### src/hdl/ifbs_pkg.sv
`default_nettype none

package ifbs_pkg;

    // Field widths fixed by the item format
    localparam int DATA_W   = 32;
    localparam int FETCH_W  = 22;
    localparam int COL_W    = 10;
    localparam int ROW_W    = 9;
    localparam int KIND_W   = 2;
    localparam int BYTE_W   = 8;

    // Palette geometry
    localparam int PALETTE_DEPTH = 256;
    localparam int PAL_IDX_W     = $clog2(PALETTE_DEPTH);

    // Defaults for the top level parameters
    localparam int DEF_SCREEN_WIDTH  = 854;
    localparam int DEF_SCREEN_HEIGHT = 480;
    localparam int DEF_RAM_ADDR_BITS = 22;

    // Display enable bits and pixel format field
    localparam logic [DATA_W-1:0] CTRL_ENABLE_MASK = 32'h0000_0012;
    localparam logic [DATA_W-1:0] FORMAT_MASK      = 32'h0000_0003;

    // Bus register map
    localparam logic [DATA_W-1:0] ADDR_X_OFFSET = 32'hF000_9460;
    localparam logic [DATA_W-1:0] ADDR_WIDTH    = 32'hF000_9464;
    localparam logic [DATA_W-1:0] ADDR_Y_OFFSET = 32'hF000_9468;
    localparam logic [DATA_W-1:0] ADDR_HEIGHT   = 32'hF000_946C;
    localparam logic [DATA_W-1:0] ADDR_STRIDE   = 32'hF000_9470;
    localparam logic [DATA_W-1:0] ADDR_BASE     = 32'hF000_9474;
    localparam logic [DATA_W-1:0] ADDR_CONTROL  = 32'hF000_9480;
    localparam logic [DATA_W-1:0] ADDR_FORMAT   = 32'hF000_94B0;
    localparam logic [DATA_W-1:0] ADDR_PAL_IDX  = 32'hF000_9500;
    localparam logic [DATA_W-1:0] ADDR_PAL_DATA = 32'hF000_9504;

    typedef enum logic [1:0] {
        KIND_BUS_READ  = 2'd0,
        KIND_BUS_WRITE = 2'd1,
        KIND_FRAME     = 2'd2,
        KIND_PIXEL     = 2'd3
    } kind_t;

    typedef enum logic [3:0] {
        REG_X_OFFSET,
        REG_WIDTH,
        REG_Y_OFFSET,
        REG_HEIGHT,
        REG_STRIDE,
        REG_BASE,
        REG_CONTROL,
        REG_FORMAT,
        REG_PAL_IDX,
        REG_PAL_DATA,
        REG_NONE
    } reg_sel_t;

    // Palette memory request for one item
    typedef struct packed {
        logic                 we;
        logic                 re;
        logic [PAL_IDX_W-1:0] waddr;
        logic [PAL_IDX_W-1:0] raddr;
        logic [DATA_W-1:0]    wdata;
    } pal_req_t;

    // Result fields settled in the accept cycle; palette data joins them in the cycle after
    typedef struct packed {
        logic [DATA_W-1:0]  read_data;
        logic               read_palette;
        logic               address_known;
        logic [FETCH_W-1:0] fetch_address;
        logic               pixel_valid;
        logic [COL_W-1:0]   pixel_x;
        logic [ROW_W-1:0]   pixel_y;
        logic               frame_done;
        logic               frame_active;
    } rsp_meta_t;

    function automatic reg_sel_t decode_addr(input logic [DATA_W-1:0] a);
        reg_sel_t sel;
        sel = REG_NONE;
        unique case (a)
            ADDR_X_OFFSET: sel = REG_X_OFFSET;
            ADDR_WIDTH:    sel = REG_WIDTH;
            ADDR_Y_OFFSET: sel = REG_Y_OFFSET;
            ADDR_HEIGHT:   sel = REG_HEIGHT;
            ADDR_STRIDE:   sel = REG_STRIDE;
            ADDR_BASE:     sel = REG_BASE;
            ADDR_CONTROL:  sel = REG_CONTROL;
            ADDR_FORMAT:   sel = REG_FORMAT;
            ADDR_PAL_IDX:  sel = REG_PAL_IDX;
            ADDR_PAL_DATA: sel = REG_PAL_DATA;
            default:       sel = REG_NONE;
        endcase
        return sel;
    endfunction

endpackage

`default_nettype wire

### src/hdl/ifbs_regfile.sv
`default_nettype none

module ifbs_regfile #(
    parameter int SCREEN_WIDTH  = ifbs_pkg::DEF_SCREEN_WIDTH,
    parameter int SCREEN_HEIGHT = ifbs_pkg::DEF_SCREEN_HEIGHT,
    parameter int RAM_ADDR_BITS = ifbs_pkg::DEF_RAM_ADDR_BITS
) (
    input  wire logic                        clk,
    input  wire logic                        rst_n,
    input  wire logic                        accept,
    input  wire logic [ifbs_pkg::KIND_W-1:0] kind,
    input  wire logic [ifbs_pkg::DATA_W-1:0] bus_address,
    input  wire logic [ifbs_pkg::DATA_W-1:0] write_data,
    input  wire logic [ifbs_pkg::BYTE_W-1:0] pixel_byte,
    output ifbs_pkg::pal_req_t               pal_req,
    output ifbs_pkg::rsp_meta_t              meta
);
    import ifbs_pkg::*;

    localparam int                 ADDR_BITS = (RAM_ADDR_BITS < FETCH_W) ? RAM_ADDR_BITS
                                                                           : FETCH_W;
    localparam logic [FETCH_W-1:0] ADDR_MASK = FETCH_W'((64'd1 << ADDR_BITS) - 64'd1);
    localparam logic [COL_W-1:0]   SCR_W     = COL_W'(SCREEN_WIDTH);
    localparam logic [ROW_W-1:0]   SCR_H     = ROW_W'(SCREEN_HEIGHT);

    // Bus registers
    logic [DATA_W-1:0]    x_offset_reg, width_reg, y_offset_reg, height_reg;
    logic [DATA_W-1:0]    stride_reg, control_reg, format_reg;
    logic [FETCH_W-1:0]   base_reg;
    logic [PAL_IDX_W-1:0] pal_idx_reg, pal_idx_next;

    // Scan state
    logic                 active_reg, active_next;
    logic [COL_W-1:0]     col_reg, col_next;
    logic [ROW_W-1:0]     row_reg, row_next;
    logic [FETCH_W-1:0]   row_addr_reg, row_addr_next;
    logic [FETCH_W-1:0]   pix_addr_reg, pix_addr_next;
    logic [COL_W-1:0]     fwidth_reg, fwidth_next;
    logic [ROW_W-1:0]     fheight_reg, fheight_next;
    logic [FETCH_W-1:0]   fstride_reg, fstride_next;

    kind_t                kind_c;
    reg_sel_t             sel;
    logic                 bus_wr;
    logic                 disp_on;
    logic [COL_W-1:0]     clamp_w;
    logic [ROW_W-1:0]     clamp_h;
    logic [COL_W:0]       col_inc;
    logic [ROW_W:0]       row_inc;
    logic [FETCH_W-1:0]   row_addr_inc;

    assign kind_c = kind_t'(kind);
    assign sel    = decode_addr(bus_address);
    assign bus_wr = accept && (kind_c == KIND_BUS_WRITE);

    assign disp_on = ((control_reg & CTRL_ENABLE_MASK) == CTRL_ENABLE_MASK)
                     && ((format_reg & FORMAT_MASK) == '0);
    assign clamp_w = (width_reg > DATA_W'(SCREEN_WIDTH)) ? SCR_W : width_reg[COL_W-1:0];
    assign clamp_h = (height_reg > DATA_W'(SCREEN_HEIGHT)) ? SCR_H : height_reg[ROW_W-1:0];
    assign col_inc      = {1'b0, col_reg} + 1'b1;
    assign row_inc      = {1'b0, row_reg} + 1'b1;
    assign row_addr_inc = (row_addr_reg + fstride_reg) & ADDR_MASK;

    // Decode the item: scan step, register read word, palette request
    always_comb
    begin
        active_next   = active_reg;
        col_next      = col_reg;
        row_next      = row_reg;
        row_addr_next = row_addr_reg;
        pix_addr_next = pix_addr_reg;
        fwidth_next   = fwidth_reg;
        fheight_next  = fheight_reg;
        fstride_next  = fstride_reg;
        pal_idx_next  = pal_idx_reg;
        meta          = '0;
        pal_req       = '0;
        pal_req.waddr = pal_idx_reg;
        pal_req.wdata = write_data;
        pal_req.raddr = pal_idx_reg;

        unique case (kind_c)
            KIND_BUS_READ:
            begin
                meta.address_known = (sel != REG_NONE);
                case (sel)
                    REG_X_OFFSET: meta.read_data = x_offset_reg;
                    REG_WIDTH:    meta.read_data = width_reg;
                    REG_Y_OFFSET: meta.read_data = y_offset_reg;
                    REG_HEIGHT:   meta.read_data = height_reg;
                    REG_STRIDE:   meta.read_data = stride_reg;
                    REG_BASE:     meta.read_data = DATA_W'(base_reg);
                    REG_CONTROL:  meta.read_data = control_reg;
                    REG_FORMAT:   meta.read_data = format_reg;
                    REG_PAL_IDX:  meta.read_data = DATA_W'(pal_idx_reg);
                    REG_PAL_DATA:
                    begin
                        meta.read_palette = 1'b1;
                        pal_req.re        = accept;
                    end
                    default:      meta.read_data = '0;
                endcase
            end
            KIND_BUS_WRITE:
            begin
                meta.address_known = (sel != REG_NONE);
                if (sel == REG_PAL_DATA)
                begin
                    pal_req.we   = accept;
                    pal_idx_next = pal_idx_reg + 1'b1;
                end
                else if (sel == REG_PAL_IDX)
                begin
                    pal_idx_next = write_data[PAL_IDX_W-1:0];
                end
            end
            KIND_FRAME:
            begin
                fwidth_next   = clamp_w;
                fheight_next  = clamp_h;
                fstride_next  = stride_reg[FETCH_W-1:0] & ADDR_MASK;
                row_addr_next = base_reg & ADDR_MASK;
                pix_addr_next = base_reg & ADDR_MASK;
                col_next      = '0;
                row_next      = '0;
                active_next   = disp_on && (clamp_w != '0) && (clamp_h != '0);
            end
            KIND_PIXEL:
            begin
                if (active_reg)
                begin
                    meta.pixel_valid = 1'b1;
                    meta.pixel_x     = col_reg;
                    meta.pixel_y     = row_reg;
                    pal_req.re       = accept;
                    pal_req.raddr    = pixel_byte;
                    if (col_inc >= {1'b0, fwidth_reg})
                    begin
                        col_next      = '0;
                        row_next      = row_inc[ROW_W-1:0];
                        row_addr_next = row_addr_inc;
                        pix_addr_next = row_addr_inc;
                        if (row_inc >= {1'b0, fheight_reg})
                        begin
                            active_next     = 1'b0;
                            meta.frame_done = 1'b1;
                        end
                    end
                    else
                    begin
                        col_next      = col_inc[COL_W-1:0];
                        pix_addr_next = (pix_addr_reg + 1'b1) & ADDR_MASK;
                    end
                end
            end
            default:
            begin
                active_next = active_reg;
            end
        endcase

        meta.frame_active  = active_next;
        meta.fetch_address = active_next && (kind_c == KIND_FRAME || kind_c == KIND_PIXEL)
                             ? pix_addr_next : '0;
    end

    // Update bus registers on a write item
    always_ff @(posedge clk or negedge rst_n)
    begin
        if (!rst_n)
        begin
            x_offset_reg <= '0;
            width_reg    <= '0;
            y_offset_reg <= '0;
            height_reg   <= '0;
            stride_reg   <= '0;
            base_reg     <= '0;
            control_reg  <= '0;
            format_reg   <= '0;
        end
        else if (bus_wr)
        begin
            case (sel)
                REG_X_OFFSET: x_offset_reg <= write_data;
                REG_WIDTH:    width_reg    <= write_data;
                REG_Y_OFFSET: y_offset_reg <= write_data;
                REG_HEIGHT:   height_reg   <= write_data;
                REG_STRIDE:   stride_reg   <= write_data;
                REG_BASE:     base_reg     <= write_data[FETCH_W-1:0] & ADDR_MASK;
                REG_CONTROL:  control_reg  <= write_data;
                REG_FORMAT:   format_reg   <= write_data;
                default:      base_reg     <= base_reg;
            endcase
        end
    end

    // Advance palette index and scan state on each accepted item
    always_ff @(posedge clk or negedge rst_n)
    begin
        if (!rst_n)
        begin
            pal_idx_reg  <= '0;
            active_reg   <= 1'b0;
            col_reg      <= '0;
            row_reg      <= '0;
            row_addr_reg <= '0;
            pix_addr_reg <= '0;
            fwidth_reg   <= '0;
            fheight_reg  <= '0;
            fstride_reg  <= '0;
        end
        else if (accept)
        begin
            pal_idx_reg  <= pal_idx_next;
            active_reg   <= active_next;
            col_reg      <= col_next;
            row_reg      <= row_next;
            row_addr_reg <= row_addr_next;
            pix_addr_reg <= pix_addr_next;
            fwidth_reg   <= fwidth_next;
            fheight_reg  <= fheight_next;
            fstride_reg  <= fstride_next;
        end
    end

endmodule

`default_nettype wire

### config.mk
export PLATFORM = sky130hd
export DESIGN_NAME = ifbs_regfile
export DESIGN_NICKNAME = d
export VERILOG_FILES = /design/src/hdl/ifbs_pkg.sv /design/src/hdl/ifbs_regfile.sv
export SDC_FILE = /design/constraint.sdc
export NUM_CORES = 1
export LEC_CHECK = 0
export ABC_CLOCK_PERIOD_IN_PS = 8400
export BUFFER_PORTS_ARGS = -buffer_cell sky130_fd_sc_hd__clkbuf_2
export CORE_UTILIZATION = 51
export CTS_CLUSTER_DIAMETER = 50
export DETAILED_ROUTE_END_ITERATION = 16
export GPL_TIMING_DRIVEN = 0
export PLACE_DENSITY_LB_ADDON = 0.12
export SETUP_SLACK_MARGIN = 0.3
export SYNTH_ARGS = -nofsm -noshare
export SYNTH_HDL_FRONTEND = slang
export SYNTH_SLANG_ARGS = --single-unit
### constraint.sdc
create_clock -name clk -period 8.4 [get_ports clk]
set_clock_uncertainty 0.1 [all_clocks]
set_input_delay 0.84 -clock clk [delete_from_list [all_inputs] [get_ports clk]]
set_output_delay 0.84 -clock clk [all_outputs]
set_load 0.02 [all_outputs]
* Word level (Yosys, flattened, before mapping) *
Index checks and enable logic that the tools add are counted.

storage, ports and cells
  ROM bits = 0
  bits in latches = 0
  memories = 0
  bits in writable memories = 0
  logic and storage cells = 114
  output and inout port bits = 128
  input bits = 77
  register bits after elaboration = 359

operators by class
  $lt $le $gt $ge = 4
  $add $sub $neg = 5
  muxes and demuxes = 36
  div/mod/pow operators = 0
  bitwise logic cells = 0
  reduce and logical (&&, ||, !) cells = 26
  equality and inequality tests = 26
  multiply operators = 0
  shifts and indexed selects = 0

operators with widths
  kind                                                                    number
  32-bit equality test, second input constant                             10
  32-bit one-hot mux with 9 select lines                                  1
  22-bit 2-to-1 mux                                                       5
  22-bit one-hot mux with 2 select lines                                  2
  21-bit 2-to-1 mux                                                       2
  4-bit one-hot mux with 10 select lines                                  1
  33-bit 2-to-1 mux                                                       1
  32-bit by 10-bit > comparator with 1-bit output, second input constant  1
  32-bit by 9-bit > comparator with 1-bit output, second input constant   1
  32-bit logical NOT                                                      1
  8-bit 2-to-1 mux                                                        4
  10-bit 2-to-1 mux                                                       3
  9-bit 2-to-1 mux                                                        3
  22-bit by 1-bit adder with 22-bit output, second input constant         1
  22-bit adder                                                            1
  10-bit one-hot mux with 2 select lines                                  1
  9-bit one-hot mux with 2 select lines                                   1
  2-bit AND reduction                                                     9
  4-bit by 3-bit equality test with 1-bit output, second input constant   4
  10-bit by 1-bit adder with 11-bit output, second input constant         1
  11-bit by 10-bit >= comparator with 1-bit output                        1
  9-bit by 1-bit adder with 10-bit output, second input constant          1
  10-bit by 9-bit >= comparator with 1-bit output                         1
  1-bit 2-to-1 mux                                                        10
  19 further kinds                                                        31

* Longest topological paths before layout *
  depth after elaboration = 8
  gate-level depth with buffers = 16
  gate-level depth less buffers = 14

* Worst setup path after synthesis *
Ideal clock, no wire load.

  path kind = register -> output
  from = register col_reg[2]
  to = output meta[39] (netlist name)
  required time = 7.460 ns
  path slack = 3.854 ns
  path buffers = 2
  data arrival time = 3.606 ns
  cell stages (with the launch flop) = 15
  cell sequence = dfrtp_1 -> and3_1 -> and3_1 -> and3_1 -> and3_1 -> xor2_1 -> ha_1 -> and3_1 -> a221oi_1 -> o21a_1 -> o21a_1 -> clkbuf_1 -> buf_1 -> o221ai_1 -> a211oi_1

RTL lines
  item                      RTL line             text
  start: declaration        ifbs_regfile.sv:34   logic [COL_W-1:0] col_reg, col_next;
  start signal: assignment  ifbs_regfile.sv:216  col_reg <= col_next;
  end: declaration          ifbs_regfile.sv:16   output ifbs_pkg::rsp_meta_t meta

==> flow_summary_export.csv <==
group,metric,value,unit
sta,slew_viol_final,0,
routing,drc_errors,0,
clock_network,ctsHoldBuffers,0,
worst_setup_path,cp-end-kind,"output port",
worst_setup_path,max_stage_delay,0.76,ns
worst_setup_path,cp-startpoint,"col_reg[2]$_DFFE_PN0P_",
pwr,leakagePower,10.9,nW
clock_network,clkSinkCount,359,
pwr,power.density,183,nW/um2
cells_and_area,nFillCells,3180,
cells_and_area,diodes,0,
global_route,grt_remaining_overflow,0,
global_route,grt_max_degree,102,
routing,drtAntennaViolNets,0,
floorplanning,core,36700,um2
floorplanning,rows,70,
routing,vias,15700,
synthesis,ys.flop_type,"dfrtp_1",
worst_setup_path,r2r-start,"col_reg[2]$_DFFE_PN0P_",
routing,dr.max_layer_used,"met4",
clock_network,cts-root-buf,"clkbuf_16",
worst_setup_path,critical-path-top-delay-family,"compound AO/OA/AOI/OAI gates",
placed_design,io_buffers,203,
run,drv_cap,0,
sta,max_freq,0.165,GHz
worst_setup_path,path_class,"reg -> out",
worst_setup_path,crit_required,7.46,ns
synthesis,netlist-cell-type-count,73,
placed_design,post-dp-hpwl,42700,um
cells_and_area,final_cell_mix,"dfrtp_1 (359), nand2_1 (258), mux2_2 (239)",
worst_setup_path,worstSetupStartpointType,"flop",
worst_setup_path,path_cells,"and3_1 > and3_1 > and3_1 > and3_1 > xor2_1 > ha_1 > and3_1 > a221oi_1 > o21a_1 > o21a_1 > clkbuf_1 > o21ai_0 > a21boi_1 > clkbuf_1 > a21oi_1 > clkbuf_2",
routing,drt-pass1-iter-count,8,
floorplanning,fp.dieH,195,um
routing,routed-wl-met2,27100,um
routing,post_drt_wl_per_cell,22.7,um
floorplanning,die-area,38100,um2
cells_and_area,final_common_cell,"dfrtp_1",
synthesis,avgSynthCellArea,10.5,um2
cells_and_area,stdcell_count,2571,
synthesis,ys_seq_area_share,47.1,%
worst_setup_path,crit_arrival,5.11,ns
global_route,antenna_found_initial,0,
cells_and_area,finish.utilization,60.6,%
sta,min_period,6.05,ns
clock_network,cts_tree,"built",
synthesis,netlist_area,19100,um2
placed_design,place_congestion,0.917,
sta,setup_violations,0,
clock_network,clk_latency,0.60,ns
global_route,grt_pass1_wl,91400,um
worst_hold_path,min_path_type,"in -> async",
clock_network,h-tree-depth,2,
cells_and_area,layout-drive-gt1-share,28.1,%
sta,slew_headroom,32.3,%
worst_setup_path,path_buf_inv,3,
routing,routed_wl,58300,um
floorplanning,die_x,195,um
routing,wl_met3,3980,um
clock_network,path_clk_slew,0.06,ns
placed_design,place_ws,3.07,ns
pwr,peakVddDrop,0.146,mV
outcome,status,"finished, final reports clean",
global_route,first_global_vias,15500,
synthesis,synth-edff-count,0,
cells_and_area,nNetsFinal,2197,
synthesis,syn_nets,1944,
synthesis,synth_seq_cells,359,
routing,drt-met1-wl,25300,um
sta,finalCritPeriodShare,72.0,%
placed_design,dp.cells,2492,
floorplanning,ioPinCount,205,
clock_network,clock_path_buffers,3,
clock_network,cts_resized,0,
sta,hold_viol,0,
global_route,grt_usage,31.1,%
cells_and_area,areaGrowthSynthToFinish,16.7,%
routing,vias_per_cell,6.11,
synthesis,yosysWarnings,0,
worst_setup_path,crit_top_cell,"and3_1",
worst_setup_path,cp_slowest_cell,"a21boi_1",
floorplanning,initial_utilization,51.9,%
clock_network,cts_buffers,45,
routing,drt-initial-drc-count,1416,
synthesis,ys_async_sr_fraction,100,%
sta,finalHoldWorstSlack,0.160,ns
worst_setup_path,cp_max_fo,10,
sta,rsz0062_at_grt,"no",
synthesis,syn_inst,1818,
clock_network,cts_setup_buffers,0,
sta,worstMarginPinSlew,1.01,ns
sta,worst_slack,2.35,ns
==> area by class of cell <==
type                            instances  area [um2]  share of cell area, %
Buffer                                133         693                   3.12
Clock buffer                           62        1260                   5.67
Clock inverter                         17         220                  0.991
Inverter                               40         150                  0.675
Multi-Input combinational cell       1286        9230                   41.5
Sequential cell                       359        8980                   40.4
Tap cell                              468         586                   2.63
Timing Repair Buffer                  206        1110                   4.98
==> cell families (layout without fill, tap and decap cells) <==
| group | after synthesis | after routing | synth area share [%] |
|---|---|---|---|
| and+or+nand+nor | 528 | 528 | 13.1 |
| AOI/OAI and AO/OA | 400 | 400 | 14.5 |
| buffers and inverters | 173 | 458 | 4.43 |
| muxes | 263 | 263 | 15.4 |
| adders and majority gates | 49 | 49 | 3.26 |
| xor gates and xnor gates | 46 | 46 | 2.11 |
| DFF | 359 | 359 | 47.1 |
==> worst paths after layout <==
| path | cells after the start | end | slack [ns] |
|---|---|---|---|
| min in group clk | 1 | x_offset_reg[4]$_DFFE_PN0P_ | 0.39 |
| worst max register to register | 16 | row_addr_reg[19]$_DFFE_PN0P_ | 3.61 |
| worst min-delay path | 1 | row_reg[5]$_DFFE_PN0P_ | 0.16 |
| worst min register to register | 1 | x_offset_reg[4]$_DFFE_PN0P_ | 0.39 |
| worst max-delay path | 16 | meta[43] | 2.35 |
| max in group asynchronous | 3 | control_reg[22]$_DFFE_PN0P_ | 6.65 |
==> through the flow <==
step | power [mW] | TNS (ns) | instance area [um2]
2_1_floorplan | 2.02 | 0 | 19100
3_3_place_gp | 2.17 | -560.28 | 20700
3_5_place_dp | 2.18 | 0 | 20700
4_1_cts | 4.10 | 0 | 22200
5_1_grt | 4.22 | 0 | 22200
6_report | 4.07 | 0 | 22200
==> synth_stat cells, types with 7 or more instances <==
library cell | count | area (um2)
o22ai_1 | 7 | 43.8
xor2_1 | 23 | 201
nand2_1 | 258 | 968
a222oi_1 | 59 | 591
nor3_1 | 18 | 90.1
xnor2_1 | 23 | 201
and3_1 | 41 | 257
a21o_1 | 13 | 97.6
clkbuf_1 | 66 | 248
mux2i_1 | 19 | 190
o21ai_0 | 96 | 480
and2_1 | 8 | 50.1
o31ai_1 | 8 | 60.1
buf_1 | 10 | 37.5
ha_1 | 48 | 601
nor2_1 | 76 | 285
buf_4 | 34 | 255
nand4_1 | 10 | 62.6
buf_2 | 17 | 85.1
mux2_2 | 239 | 2690
a41oi_1 | 9 | 78.8
nand2b_1 | 15 | 93.8
a22oi_1 | 12 | 90.1
o21a_1 | 7 | 52.6
dfrtp_1 | 359 | 8980
nor4_1 | 15 | 93.8
a221oi_1 | 24 | 210
a21oi_1 | 75 | 375
nand3_1 | 41 | 205
a31oi_1 | 36 | 225
or4_1 | 7 | 52.6
a22o_1 | 17 | 149
inv_1 | 40 | 150
==> where the power goes <==
| part | switching [mW] | total (mW) | internal [mW] |
|---|---|---|---|
| Clock | 0.795 | 1.92 | 1.12 |
| Sequential | 0.0362 | 1.80 | 1.77 |
| Combinational | 0.231 | 0.350 | 0.119 |
| Total | 1.06 | 4.07 | 3.01 |
==> layer usage <==
layer,up-vias,GRT usage [%]
li1,7187,-
met1,7842,43.1
met2,576,49.1
met3,112,4.70
met4,0,12.1
met5,-,0
Note: power is estimated with default switching activity, not from simulation.
